[config.mk]
export PLATFORM = sky130hd
export DESIGN_NAME = directional_box_collision_scan
export DESIGN_NICKNAME = d
export VERILOG_FILES = /design/src/rtl/dbcs_pkg.sv /design/src/rtl/dbcs_front.sv /design/src/rtl/dbcs_fifo.sv /design/src/rtl/dbcs_back.sv /design/src/rtl/directional_box_collision_scan.sv
export SDC_FILE = /design/constraint.sdc
export NUM_CORES = 2
export LEC_CHECK = 0
export BUFFER_PORTS_ARGS = -buffer_cell sky130_fd_sc_hd__clkbuf_2
export CAP_MARGIN = 0
export CORE_MARGIN = 2
export CORE_UTILIZATION = 45
export CTS_CLUSTER_DIAMETER = 80
export CTS_CLUSTER_SIZE = 28
export DETAILED_ROUTE_END_ITERATION = 8
export PLACE_DENSITY_LB_ADDON = 0.08
export SLEW_MARGIN = 10
export SYNTH_ARGS = -nofsm -noshare
export SYNTH_HDL_FRONTEND = slang
export SYNTH_HIERARCHICAL = 1
export SYNTH_SLANG_ARGS = --single-unit
[constraint.sdc]
create_clock -name clk -period 8.22 [get_ports clk]
set_input_delay 0.822 -clock clk [delete_from_list [all_inputs] [get_ports clk]]
set_output_delay 0.822 -clock clk [all_outputs]
set_load 0.01 [all_outputs]
[src/rtl/dbcs_pkg.sv]
// Shared widths and the command word passed from front to back.
package dbcs_pkg;

	localparam int ENTRIES_DEF   = 64;
	localparam int FRAC_BITS_DEF = 4;

	localparam int SLOT_W = 6;
	localparam int KIND_W = 4;
	localparam int POS_W  = 16;
	localparam int SIZE_W = 10;
	localparam int DIR_W  = 2;

	// fits pos + (size << 8) without wrap for any fraction width up to 8
	localparam int CRD_W = 20;

	// front-to-back queue depth
	localparam int Q_DEPTH = 2;

	typedef enum logic [DIR_W-1:0] {
		DIR_UP    = 2'd0,
		DIR_DOWN  = 2'd1,
		DIR_LEFT  = 2'd2,
		DIR_RIGHT = 2'd3
	} dir_t;

	typedef struct packed {
		logic                     is_query;
		logic [SLOT_W-1:0]        wr_slot;
		logic                     wr_used;
		logic [KIND_W-1:0]        wr_kind;
		logic signed [POS_W-1:0]  wr_x;
		logic signed [POS_W-1:0]  wr_y;
		logic [SIZE_W-1:0]        wr_w;
		logic [SIZE_W-1:0]        wr_h;
		logic [KIND_W-1:0]        skip_kind;
		logic [SLOT_W-1:0]        skip_slot;
		logic                     lead_on_x;
		logic signed [CRD_W-1:0]  lead;
		logic signed [CRD_W-1:0]  side0;
		logic signed [CRD_W-1:0]  side1;
	} cmd_t;

	typedef struct packed {
		logic full;
		logic empty;
	} q_stat_t;

endpackage

[src/rtl/dbcs_front.sv]
// Front end: takes input words and turns queries into probe edge coordinates.
module dbcs_front #(
	parameter int FRAC_BITS = dbcs_pkg::FRAC_BITS_DEF
) (
	input  logic                              clk,
	input  logic                              arst_n,
	input  logic                              in_valid,
	output logic                              in_stall,
	input  logic                              mode,
	input  logic [dbcs_pkg::SLOT_W-1:0]       slot,
	input  logic                              entry_used,
	input  logic [dbcs_pkg::KIND_W-1:0]       entry_kind,
	input  logic signed [dbcs_pkg::POS_W-1:0] pos_x,
	input  logic signed [dbcs_pkg::POS_W-1:0] pos_y,
	input  logic [dbcs_pkg::SIZE_W-1:0]       size_w,
	input  logic [dbcs_pkg::SIZE_W-1:0]       size_h,
	input  logic [dbcs_pkg::KIND_W-1:0]       skip_kind,
	input  logic [dbcs_pkg::SLOT_W-1:0]       skip_slot,
	input  logic [dbcs_pkg::DIR_W-1:0]        direction,
	input  dbcs_pkg::q_stat_t                 q_stat,
	output logic                              push,
	output dbcs_pkg::cmd_t                    push_cmd
);
	import dbcs_pkg::*;

	logic                    vld_s1;
	cmd_t                    cmd_s1;
	cmd_t                    cmd_nx;
	logic                    accept;
	logic signed [CRD_W-1:0] one;
	logic signed [CRD_W-1:0] px, py, pw, ph, px_end, py_end, py_below;

	assign one      = signed'(CRD_W'(1) << FRAC_BITS);
	assign px       = {{(CRD_W-POS_W){pos_x[POS_W-1]}}, pos_x};
	assign py       = {{(CRD_W-POS_W){pos_y[POS_W-1]}}, pos_y};
	assign pw       = signed'(CRD_W'(size_w) << FRAC_BITS);
	assign ph       = signed'(CRD_W'(size_h) << FRAC_BITS);
	assign px_end   = px + pw - one;
	assign py_end   = py + ph - one;
	// down edge sits one pixel past the box bottom
	assign py_below = py + ph;

	always_comb begin
		cmd_nx           = '0;
		cmd_nx.is_query  = mode;
		cmd_nx.wr_slot   = slot;
		cmd_nx.wr_used   = entry_used;
		cmd_nx.wr_kind   = entry_kind;
		cmd_nx.wr_x      = pos_x;
		cmd_nx.wr_y      = pos_y;
		cmd_nx.wr_w      = size_w;
		cmd_nx.wr_h      = size_h;
		cmd_nx.skip_kind = skip_kind;
		cmd_nx.skip_slot = skip_slot;
		unique case (dir_t'(direction))
			DIR_UP: begin
				cmd_nx.lead_on_x = 1'b0;
				cmd_nx.lead      = py;
				cmd_nx.side0     = px;
				cmd_nx.side1     = px_end;
			end
			DIR_DOWN: begin
				cmd_nx.lead_on_x = 1'b0;
				cmd_nx.lead      = py_below;
				cmd_nx.side0     = px;
				cmd_nx.side1     = px_end;
			end
			DIR_LEFT: begin
				cmd_nx.lead_on_x = 1'b1;
				cmd_nx.lead      = px;
				cmd_nx.side0     = py;
				cmd_nx.side1     = py_end;
			end
			DIR_RIGHT: begin
				cmd_nx.lead_on_x = 1'b1;
				cmd_nx.lead      = px_end;
				cmd_nx.side0     = py;
				cmd_nx.side1     = py_end;
			end
			default: begin
				cmd_nx.lead_on_x = 1'b0;
				cmd_nx.lead      = py;
				cmd_nx.side0     = px;
				cmd_nx.side1     = px_end;
			end
		endcase
	end

	assign push     = vld_s1 && !q_stat.full;
	assign in_stall = vld_s1 && q_stat.full;
	assign accept   = in_valid && !in_stall;
	assign push_cmd = cmd_s1;

	always_ff @(posedge clk or negedge arst_n) begin
		if (!arst_n) begin
			vld_s1 <= 1'b0;
		end else if (accept) begin
			vld_s1 <= 1'b1;
		end else if (push) begin
			vld_s1 <= 1'b0;
		end
	end

	always_ff @(posedge clk) begin
		if (accept) begin
			cmd_s1 <= cmd_nx;
		end
	end

endmodule

[src/rtl/dbcs_fifo.sv]
// Short command queue between the front end and the scan engine.
module dbcs_fifo (
	input  logic              clk,
	input  logic              arst_n,
	input  logic              push,
	input  dbcs_pkg::cmd_t    push_cmd,
	input  logic              pop,
	output dbcs_pkg::cmd_t    pop_cmd,
	output dbcs_pkg::q_stat_t q_stat
);
	import dbcs_pkg::*;

	localparam int PTR_W = (Q_DEPTH > 1) ? $clog2(Q_DEPTH) : 1;
	localparam int CNT_W = $clog2(Q_DEPTH + 1);

	cmd_t             buf_q [Q_DEPTH];
	logic [PTR_W-1:0] wr_ptr_q, rd_ptr_q;
	logic [CNT_W-1:0] cnt_q;
	logic             do_push, do_pop;

	assign q_stat.full  = (cnt_q == CNT_W'(Q_DEPTH));
	assign q_stat.empty = (cnt_q == '0);
	assign do_push      = push && !q_stat.full;
	assign do_pop       = pop && !q_stat.empty;
	assign pop_cmd      = buf_q[rd_ptr_q];

	function automatic logic [PTR_W-1:0] bump(input logic [PTR_W-1:0] p);
		return (p == PTR_W'(Q_DEPTH - 1)) ? '0 : p + PTR_W'(1);
	endfunction

	always_ff @(posedge clk or negedge arst_n) begin
		if (!arst_n) begin
			wr_ptr_q <= '0;
			rd_ptr_q <= '0;
			cnt_q    <= '0;
		end else begin
			if (do_push) begin
				wr_ptr_q <= bump(wr_ptr_q);
			end
			if (do_pop) begin
				rd_ptr_q <= bump(rd_ptr_q);
			end
			if (do_push && !do_pop) begin
				cnt_q <= cnt_q + CNT_W'(1);
			end else if (do_pop && !do_push) begin
				cnt_q <= cnt_q - CNT_W'(1);
			end
		end
	end

	always_ff @(posedge clk) begin
		if (do_push) begin
			buf_q[wr_ptr_q] <= push_cmd;
		end
	end

endmodule

[src/rtl/dbcs_back.sv]
// Scan engine: box table memory, slot-by-slot compare pipeline, result register.
module dbcs_back #(
	parameter int ENTRIES   = dbcs_pkg::ENTRIES_DEF,
	parameter int FRAC_BITS = dbcs_pkg::FRAC_BITS_DEF
) (
	input  logic                              clk,
	input  logic                              arst_n,
	input  dbcs_pkg::q_stat_t                 q_stat,
	input  dbcs_pkg::cmd_t                    pop_cmd,
	output logic                              pop,
	output logic                              out_valid,
	input  logic                              out_stall,
	output logic                              hit,
	output logic [dbcs_pkg::SLOT_W-1:0]       hit_slot,
	output logic signed [dbcs_pkg::POS_W-1:0] hit_x,
	output logic signed [dbcs_pkg::POS_W-1:0] hit_y
);
	import dbcs_pkg::*;

	// only the first 2**SLOT_W slots can ever be written
	localparam int TBL_N = (ENTRIES < (1 << SLOT_W)) ? ENTRIES : (1 << SLOT_W);
	localparam int IDX_W = $clog2(TBL_N);
	localparam logic [POS_W-1:0] MISS_POS = POS_W'(-(100 <<< FRAC_BITS));

	typedef struct packed {
		logic [KIND_W-1:0]       kind;
		logic signed [POS_W-1:0] x;
		logic signed [POS_W-1:0] y;
		logic [SIZE_W-1:0]       w;
		logic [SIZE_W-1:0]       h;
	} ent_t;

	typedef enum logic {
		B_IDLE,
		B_SCAN
	} bstate_t;

	bstate_t          state_q;
	cmd_t             qry_q;
	logic [IDX_W-1:0] iss_idx_q;
	logic             iss_on_q;

	ent_t             mem [TBL_N];
	logic [TBL_N-1:0] used_q;

	logic             vld_s1, used_s1;
	logic [IDX_W-1:0] idx_s1;
	ent_t             ent_s1;

	logic                    vld_s2, ok_s2, last_s2;
	logic [IDX_W-1:0]        idx_s2;
	logic signed [CRD_W-1:0] cx_s2, cy_s2, cxe_s2, cye_s2;

	logic                    out_valid_q, hit_q;
	logic [SLOT_W-1:0]       hit_slot_q;
	logic [POS_W-1:0]        hit_x_q, hit_y_q;

	logic                    out_free, wr_en, slot_ok, wr_done, qry_start;
	logic signed [CRD_W-1:0] cx_s1, cy_s1;
	logic signed [CRD_W-1:0] lead, side0, side1, a_lo, a_hi, b_lo, b_hi;
	logic                    lead_in, side_in, found, finish;

	assign out_free  = !out_valid_q || !out_stall;
	assign pop       = (state_q == B_IDLE) && !q_stat.empty && out_free;
	assign slot_ok   = (pop_cmd.wr_slot < SLOT_W'(TBL_N)) || (TBL_N == (1 << SLOT_W));
	assign wr_en     = pop && !pop_cmd.is_query && slot_ok;
	assign wr_done   = pop && !pop_cmd.is_query;
	assign qry_start = pop && pop_cmd.is_query;

	// table memory: one write port, one registered read port
	always_ff @(posedge clk) begin
		if (wr_en) begin
			mem[pop_cmd.wr_slot[IDX_W-1:0]] <= '{kind: pop_cmd.wr_kind, x: pop_cmd.wr_x,
				y: pop_cmd.wr_y, w: pop_cmd.wr_w, h: pop_cmd.wr_h};
		end
		if (iss_on_q) begin
			ent_s1 <= mem[iss_idx_q];
		end
	end

	always_ff @(posedge clk or negedge arst_n) begin
		if (!arst_n) begin
			used_q <= '0;
		end else if (wr_en) begin
			used_q[pop_cmd.wr_slot[IDX_W-1:0]] <= pop_cmd.wr_used;
		end
	end

	// stage 2: box edges and skip checks
	assign cx_s1 = {{(CRD_W-POS_W){ent_s1.x[POS_W-1]}}, ent_s1.x};
	assign cy_s1 = {{(CRD_W-POS_W){ent_s1.y[POS_W-1]}}, ent_s1.y};

	always_ff @(posedge clk) begin
		if (iss_on_q) begin
			idx_s1  <= iss_idx_q;
			used_s1 <= used_q[iss_idx_q];
		end
		if (vld_s1) begin
			idx_s2  <= idx_s1;
			last_s2 <= (idx_s1 == IDX_W'(TBL_N - 1));
			ok_s2   <= used_s1 && (ent_s1.kind != qry_q.skip_kind) &&
				(SLOT_W'(idx_s1) != qry_q.skip_slot);
			cx_s2   <= cx_s1;
			cy_s2   <= cy_s1;
			cxe_s2  <= cx_s1 + signed'(CRD_W'(ent_s1.w) << FRAC_BITS);
			cye_s2  <= cy_s1 + signed'(CRD_W'(ent_s1.h) << FRAC_BITS);
		end
	end

	// stage 3: span tests against the probe edge
	assign lead  = qry_q.lead;
	assign side0 = qry_q.side0;
	assign side1 = qry_q.side1;
	assign a_lo  = qry_q.lead_on_x ? cx_s2  : cy_s2;
	assign a_hi  = qry_q.lead_on_x ? cxe_s2 : cye_s2;
	assign b_lo  = qry_q.lead_on_x ? cy_s2  : cx_s2;
	assign b_hi  = qry_q.lead_on_x ? cye_s2 : cxe_s2;

	assign lead_in = (lead >= a_lo) && (lead < a_hi);
	assign side_in = ((side0 >= b_lo) && (side0 < b_hi)) ||
		((side1 >= b_lo) && (side1 < b_hi));
	assign found   = vld_s2 && ok_s2 && lead_in && side_in;
	assign finish  = vld_s2 && (found || last_s2);

	always_ff @(posedge clk) begin
		if (qry_start) begin
			qry_q <= pop_cmd;
		end
	end

	always_ff @(posedge clk or negedge arst_n) begin
		if (!arst_n) begin
			state_q     <= B_IDLE;
			iss_idx_q   <= '0;
			iss_on_q    <= 1'b0;
			vld_s1      <= 1'b0;
			vld_s2      <= 1'b0;
			out_valid_q <= 1'b0;
			hit_q       <= 1'b0;
			hit_slot_q  <= '0;
			hit_x_q     <= '0;
			hit_y_q     <= '0;
		end else begin
			unique case (state_q)
				B_IDLE: begin
					if (qry_start) begin
						state_q <= B_SCAN;
					end
				end
				B_SCAN: begin
					if (finish) begin
						state_q <= B_IDLE;
					end
				end
				default: begin
					state_q <= B_IDLE;
				end
			endcase

			if (qry_start) begin
				iss_idx_q <= '0;
				iss_on_q  <= 1'b1;
			end else if (finish) begin
				iss_on_q <= 1'b0;
			end else if (iss_on_q) begin
				iss_idx_q <= iss_idx_q + IDX_W'(1);
				iss_on_q  <= (iss_idx_q != IDX_W'(TBL_N - 1));
			end

			// later slots still in flight are dropped
			if (finish) begin
				vld_s1 <= 1'b0;
				vld_s2 <= 1'b0;
			end else begin
				vld_s1 <= iss_on_q;
				vld_s2 <= vld_s1;
			end

			if (wr_done) begin
				// write word: all-zero result
				out_valid_q <= 1'b1;
				hit_q       <= 1'b0;
				hit_slot_q  <= '0;
				hit_x_q     <= '0;
				hit_y_q     <= '0;
			end else if (finish) begin
				out_valid_q <= 1'b1;
				hit_q       <= found;
				hit_slot_q  <= found ? SLOT_W'(idx_s2) : '0;
				hit_x_q     <= found ? cx_s2[POS_W-1:0] : MISS_POS;
				hit_y_q     <= found ? cy_s2[POS_W-1:0] : MISS_POS;
			end else if (out_valid_q && !out_stall) begin
				out_valid_q <= 1'b0;
			end
		end
	end

	assign out_valid = out_valid_q;
	assign hit       = hit_q;
	assign hit_slot  = hit_slot_q;
	assign hit_x     = signed'(hit_x_q);
	assign hit_y     = signed'(hit_y_q);

endmodule

[src/rtl/directional_box_collision_scan.sv]
// Top level: box table collision scan, front end, command queue and scan engine.
//
//  channel | dir | handshake          | payload
//  --------+-----+--------------------+-----------------------------------------------
//  in      | in  | in_valid/in_stall  | mode slot entry_used entry_kind pos_x pos_y
//          |     |                    | size_w size_h skip_kind skip_slot direction
//  out     | out | out_valid/out_stall| hit hit_slot hit_x hit_y
//
//  A write word passes the front-end register and the queue into the result register.
//  A query reads one table slot per cycle through the table memory's single read
//  port; a hit ends the scan at the first matching slot, a miss only after all N
//  slots, with N = min(ENTRIES, 64).
//  Reset clears the used flags at once; no clearing pass is needed.
//  A stalled result holds the scan engine; the queue keeps taking input until full.
module directional_box_collision_scan #(
	parameter int ENTRIES   = dbcs_pkg::ENTRIES_DEF,
	parameter int FRAC_BITS = dbcs_pkg::FRAC_BITS_DEF
) (
	input  logic                              clk,
	input  logic                              arst_n,
	input  logic                              in_valid,
	output logic                              in_stall,
	input  logic                              mode,
	input  logic [dbcs_pkg::SLOT_W-1:0]       slot,
	input  logic                              entry_used,
	input  logic [dbcs_pkg::KIND_W-1:0]       entry_kind,
	input  logic signed [dbcs_pkg::POS_W-1:0] pos_x,
	input  logic signed [dbcs_pkg::POS_W-1:0] pos_y,
	input  logic [dbcs_pkg::SIZE_W-1:0]       size_w,
	input  logic [dbcs_pkg::SIZE_W-1:0]       size_h,
	input  logic [dbcs_pkg::KIND_W-1:0]       skip_kind,
	input  logic [dbcs_pkg::SLOT_W-1:0]       skip_slot,
	input  logic [dbcs_pkg::DIR_W-1:0]        direction,
	output logic                              out_valid,
	input  logic                              out_stall,
	output logic                              hit,
	output logic [dbcs_pkg::SLOT_W-1:0]       hit_slot,
	output logic signed [dbcs_pkg::POS_W-1:0] hit_x,
	output logic signed [dbcs_pkg::POS_W-1:0] hit_y
);
	import dbcs_pkg::*;

	q_stat_t q_stat;
	logic    push, pop;
	cmd_t    push_cmd, pop_cmd;

	dbcs_front #(
		.FRAC_BITS(FRAC_BITS)
	) u_front (
		.clk        (clk),
		.arst_n     (arst_n),
		.in_valid   (in_valid),
		.in_stall   (in_stall),
		.mode       (mode),
		.slot       (slot),
		.entry_used (entry_used),
		.entry_kind (entry_kind),
		.pos_x      (pos_x),
		.pos_y      (pos_y),
		.size_w     (size_w),
		.size_h     (size_h),
		.skip_kind  (skip_kind),
		.skip_slot  (skip_slot),
		.direction  (direction),
		.q_stat     (q_stat),
		.push       (push),
		.push_cmd   (push_cmd)
	);

	dbcs_fifo u_fifo (
		.clk      (clk),
		.arst_n   (arst_n),
		.push     (push),
		.push_cmd (push_cmd),
		.pop      (pop),
		.pop_cmd  (pop_cmd),
		.q_stat   (q_stat)
	);

	dbcs_back #(
		.ENTRIES   (ENTRIES),
		.FRAC_BITS (FRAC_BITS)
	) u_back (
		.clk       (clk),
		.arst_n    (arst_n),
		.q_stat    (q_stat),
		.pop_cmd   (pop_cmd),
		.pop       (pop),
		.out_valid (out_valid),
		.out_stall (out_stall),
		.hit       (hit),
		.hit_slot  (hit_slot),
		.hit_x     (hit_x),
		.hit_y     (hit_y)
	);

endmodule

==> results.json <==
{
  "cts_buffers": 197,
  "grt.overflow.total": 0,
  "hold_path.class": "in2async",
  "async_reset_ff_share_pct": 2.77,
  "ctsRootBufferMaster": "clkbuf_16",
  "dieWidth_um": 615,
  "ys_warn_count": 6,
  "path_class": "reg2reg",
  "rows": 224,
  "nets": 8085,
  "cts_tree": "built",
  "drt_wl_total_um": 459000,
  "h-tree-depth": 4,
  "p_leak_nw": 55.0,
  "clk_pin_slew_worst_paths_ns": 0.10,
  "stdcell_area_um2": 182000,
  "drive_above_1_share_pct": 23.7,
  "ios": 121,
  "power_density_nw_per_um2": 223,
  "worst-r2r-setup-slack_ns": 3.20,
  "ys_ff_latch": 4298,
  "antenna_found_initial": 25,
  "post-route-period-util_pct": 61.1,
  "regArea_um2": 128000,
  "clock_skew_ns": 0.0524,
  "dp.cells": 12600,
  "finalSetupViolCount": 0,
  "ir_drop_uv": 257,
  "status": "finished clean",
  "multi_input_area_um2": 37800,
  "rsz0062_at_grt": "no",
  "place.gp.congestion": 0.827,
  "design.core.area_um2": 372000,
  "grt_max_degree": 136,
  "seq_area_frac_synth_pct": 76.5,
  "finalHoldViolCount": 0,
  "finalSetupTns_ns": 0,
  "areaGrowthSynthToFinish_pct": 8.46,
  "synth.cell_area_um2": 168000,
  "drt_first_pass_iters": 7,
  "r2r-start": "u_fifo/rd_ptr_q",
  "synth_edf_count": 4179,
  "vias": 79100,
  "cts_sinks": 4298,
  "worst_pin_slew_ns": 1.17,
  "path_max_fanout": 45,
  "final_cell_mix": "edfxtp_1 (4,179), mux4_2 (949), mux2i_1 (427)",
  "cts_buffer_depth": 4,
  "dpl_cell_area_um2": 176000,
  "die_y_um": 615,
  "r2r_cells": 7,
  "vias_per_cell": 6.11,
  "grt_first_pass_wirelength_um": 638000,
  "wl_per_cell_um": 35.5,
  "drc": 0,
  "cp.required_ns": 8.78,
  "cts-resized-gates": 0,
  "critPathCaptureType": "flop",
  "fin_crit_ns": 5.02,
  "antenna_left": 0,
  "slew_headroom_pct": 22.0,
  "grt_pass1_vias": 78300,
  "die_area_um2": 378000,
  "insertion_delay_ns": 0.96,
  "nFillCells": 29900,
  "ys_types": 85,
  "initial_core_util_pct": 45.2,
  "avgSynthCellArea_um2": 21.9,
  "synthFlopType": "edfxtp_1",
  "reg2reg_to": "u_back/mem[0][32]",
  "syn_inst": 7684,
  "dp_hpwl_um": 278000,
  "startpoint_type": "flop",
  "timing.fmax_mhz": 199,
  "drt_iter0_drc": 8832,
  "cts_setup_buffers": 0,
  "crit_arrival_ns": 5.59,
  "finalMaxSlewViolations": 0,
  "syn-num-nets": 7930,
  "io_buffers": 120,
  "final_common_cell": "edfxtp_1",
  "grt_usage_pct": 24.0,
  "maxCapViolCount": 0,
  "ctsHoldBuffers": 18,
  "layoutNonFillerInstCount": 13000
}
area by class of cell:
cell class	count	area share (%)
Timing Repair Buffer	351	1.64
Tap cell	4972	3.42
Clock buffer	218	2.78
Multi-Input combinational cell	2901	20.8
Inverter	90	0.193
Antenna cell	21	0.0289
Clock inverter	101	0.640
Sequential cell	4298	70.5
state kept, by name (all words and copies together), names as in the netlist, 16 cells and up:
| register | flops |
|---|---|
| u_back/cx_s2 | 16 |
| u_back/ent_s1 | 24 |
| u_fifo/buf_q | 270 |
| u_back/cx_s1 | 16 |
| u_back/hit_x | 16 |
| u_back/side1 | 20 |
| u_back/cy_s1 | 16 |
| u_back/used_q | 64 |
| u_back/side0 | 20 |
| u_front/push_cmd | 125 |
| u_back/cy_s2 | 16 |
| u_back/mem | 3584 |
| u_back/lead | 20 |
| u_back/hit_y | 16 |
worst max-delay path, cell delays in order (launching register included):
cell	delay, ns
dfrtp_4	0.68
mux2_2	0.42
nand2b_2	0.19
buf_4	0.30
nor2_1	0.59
nand2_1	0.75
nor2_4	0.91
buf_4	0.70
how the worst max path moves through the flow:
stage / start / to / slack [ns]
2_1_floorplan: u_fifo/cnt_q[0] / u_fifo/buf_q[0][0] / 1.17
3_3_place_gp: out_stall / u_back/used_q[25] / 2.98
3_5_place_dp: out_stall / u_back/mem[0][11] / 3.04
4_1_cts: u_fifo/rd_ptr_q / u_back/mem[0][43] / 3.25
5_1_grt: u_fifo/rd_ptr_q / u_back/mem[0][43] / 3.07
6_report: u_fifo/rd_ptr_q / u_back/mem[0][32] / 3.20
routing by layer:
layer / GRT usage (%) / vias to the layer above / routed length (µm)
met5: 0 / - / 71
met4: 5.74 / 10 / 12200
met3: 2.83 / 401 / 25000
met2: 38.9 / 2341 / 222000
met1: 35.1 / 43900 / 200000
li1: - / 32400 / -
synthesized netlist by cell type, types with 22 or more instances:
| cell type | count | area (µm²) |
|---|---|---|
| nand2_1 | 118 | 443 |
| buf_2 | 119 | 596 |
| nor2_1 | 177 | 664 |
| ha_1 | 162 | 2030 |
| nand4_1 | 28 | 175 |
| o22ai_1 | 57 | 357 |
| mux4_2 | 949 | 21400 |
| o221ai_1 | 153 | 1340 |
| inv_1 | 88 | 330 |
| mux2i_1 | 427 | 4270 |
| clkbuf_1 | 195 | 732 |
| nand3_1 | 46 | 230 |
| o21ai_0 | 59 | 295 |
| mux2_2 | 173 | 1950 |
| mux2_4 | 40 | 601 |
| dfrtp_1 | 119 | 2980 |
| edfxtp_1 | 4179 | 125000 |
| buf_4 | 35 | 263 |
| buf_1 | 29 | 109 |
| nor3_1 | 22 | 110 |
| xnor2_1 | 27 | 236 |
| a211oi_1 | 38 | 285 |
| a21oi_1 | 206 | 1030 |
cells by family (layout without fill, tap and decap cells):
kind of cell / count (synthesis) / after routing / synth area share, %
AO/OA/AOI/OAI: 620 / 620 / 2.50
XOR/XNOR: 48 / 48 / 0.259
adder cells (fa/ha/maj): 166 / 166 / 1.25
buffers and inverters: 485 / 760 / 1.34
flip-flops: 4298 / 4298 / 76.5
multiplexers: 1590 / 1590 / 16.8
other: 0 / 21 / 0
AND/OR/NAND/NOR: 477 / 477 / 1.34
per-stage QoR:
stage / utilization (%) / power [mW] / worst slack, ns / hold WS [ns]
after floorplan: - / 27.7 / 1.17 / 0.400
after global placement: 47.2 / 29.1 / 2.98 / 0.409
after detailed placement: 47.2 / 29.2 / 3.04 / 0.408
after CTS: 49.0 / 41.0 / 3.25 / 0.00200
after global routing: 49.0 / 41.9 / 3.07 / 0.0339
final: 49.0 / 40.6 / 3.20 / 0.0428
power by group:
group	internal, mW	switching [mW]
sequential	25.9	0.157
clock	4.97	7.01
combinational	0.354	2.24
total	31.2	9.41
Power figures use the tool's default switching activity.
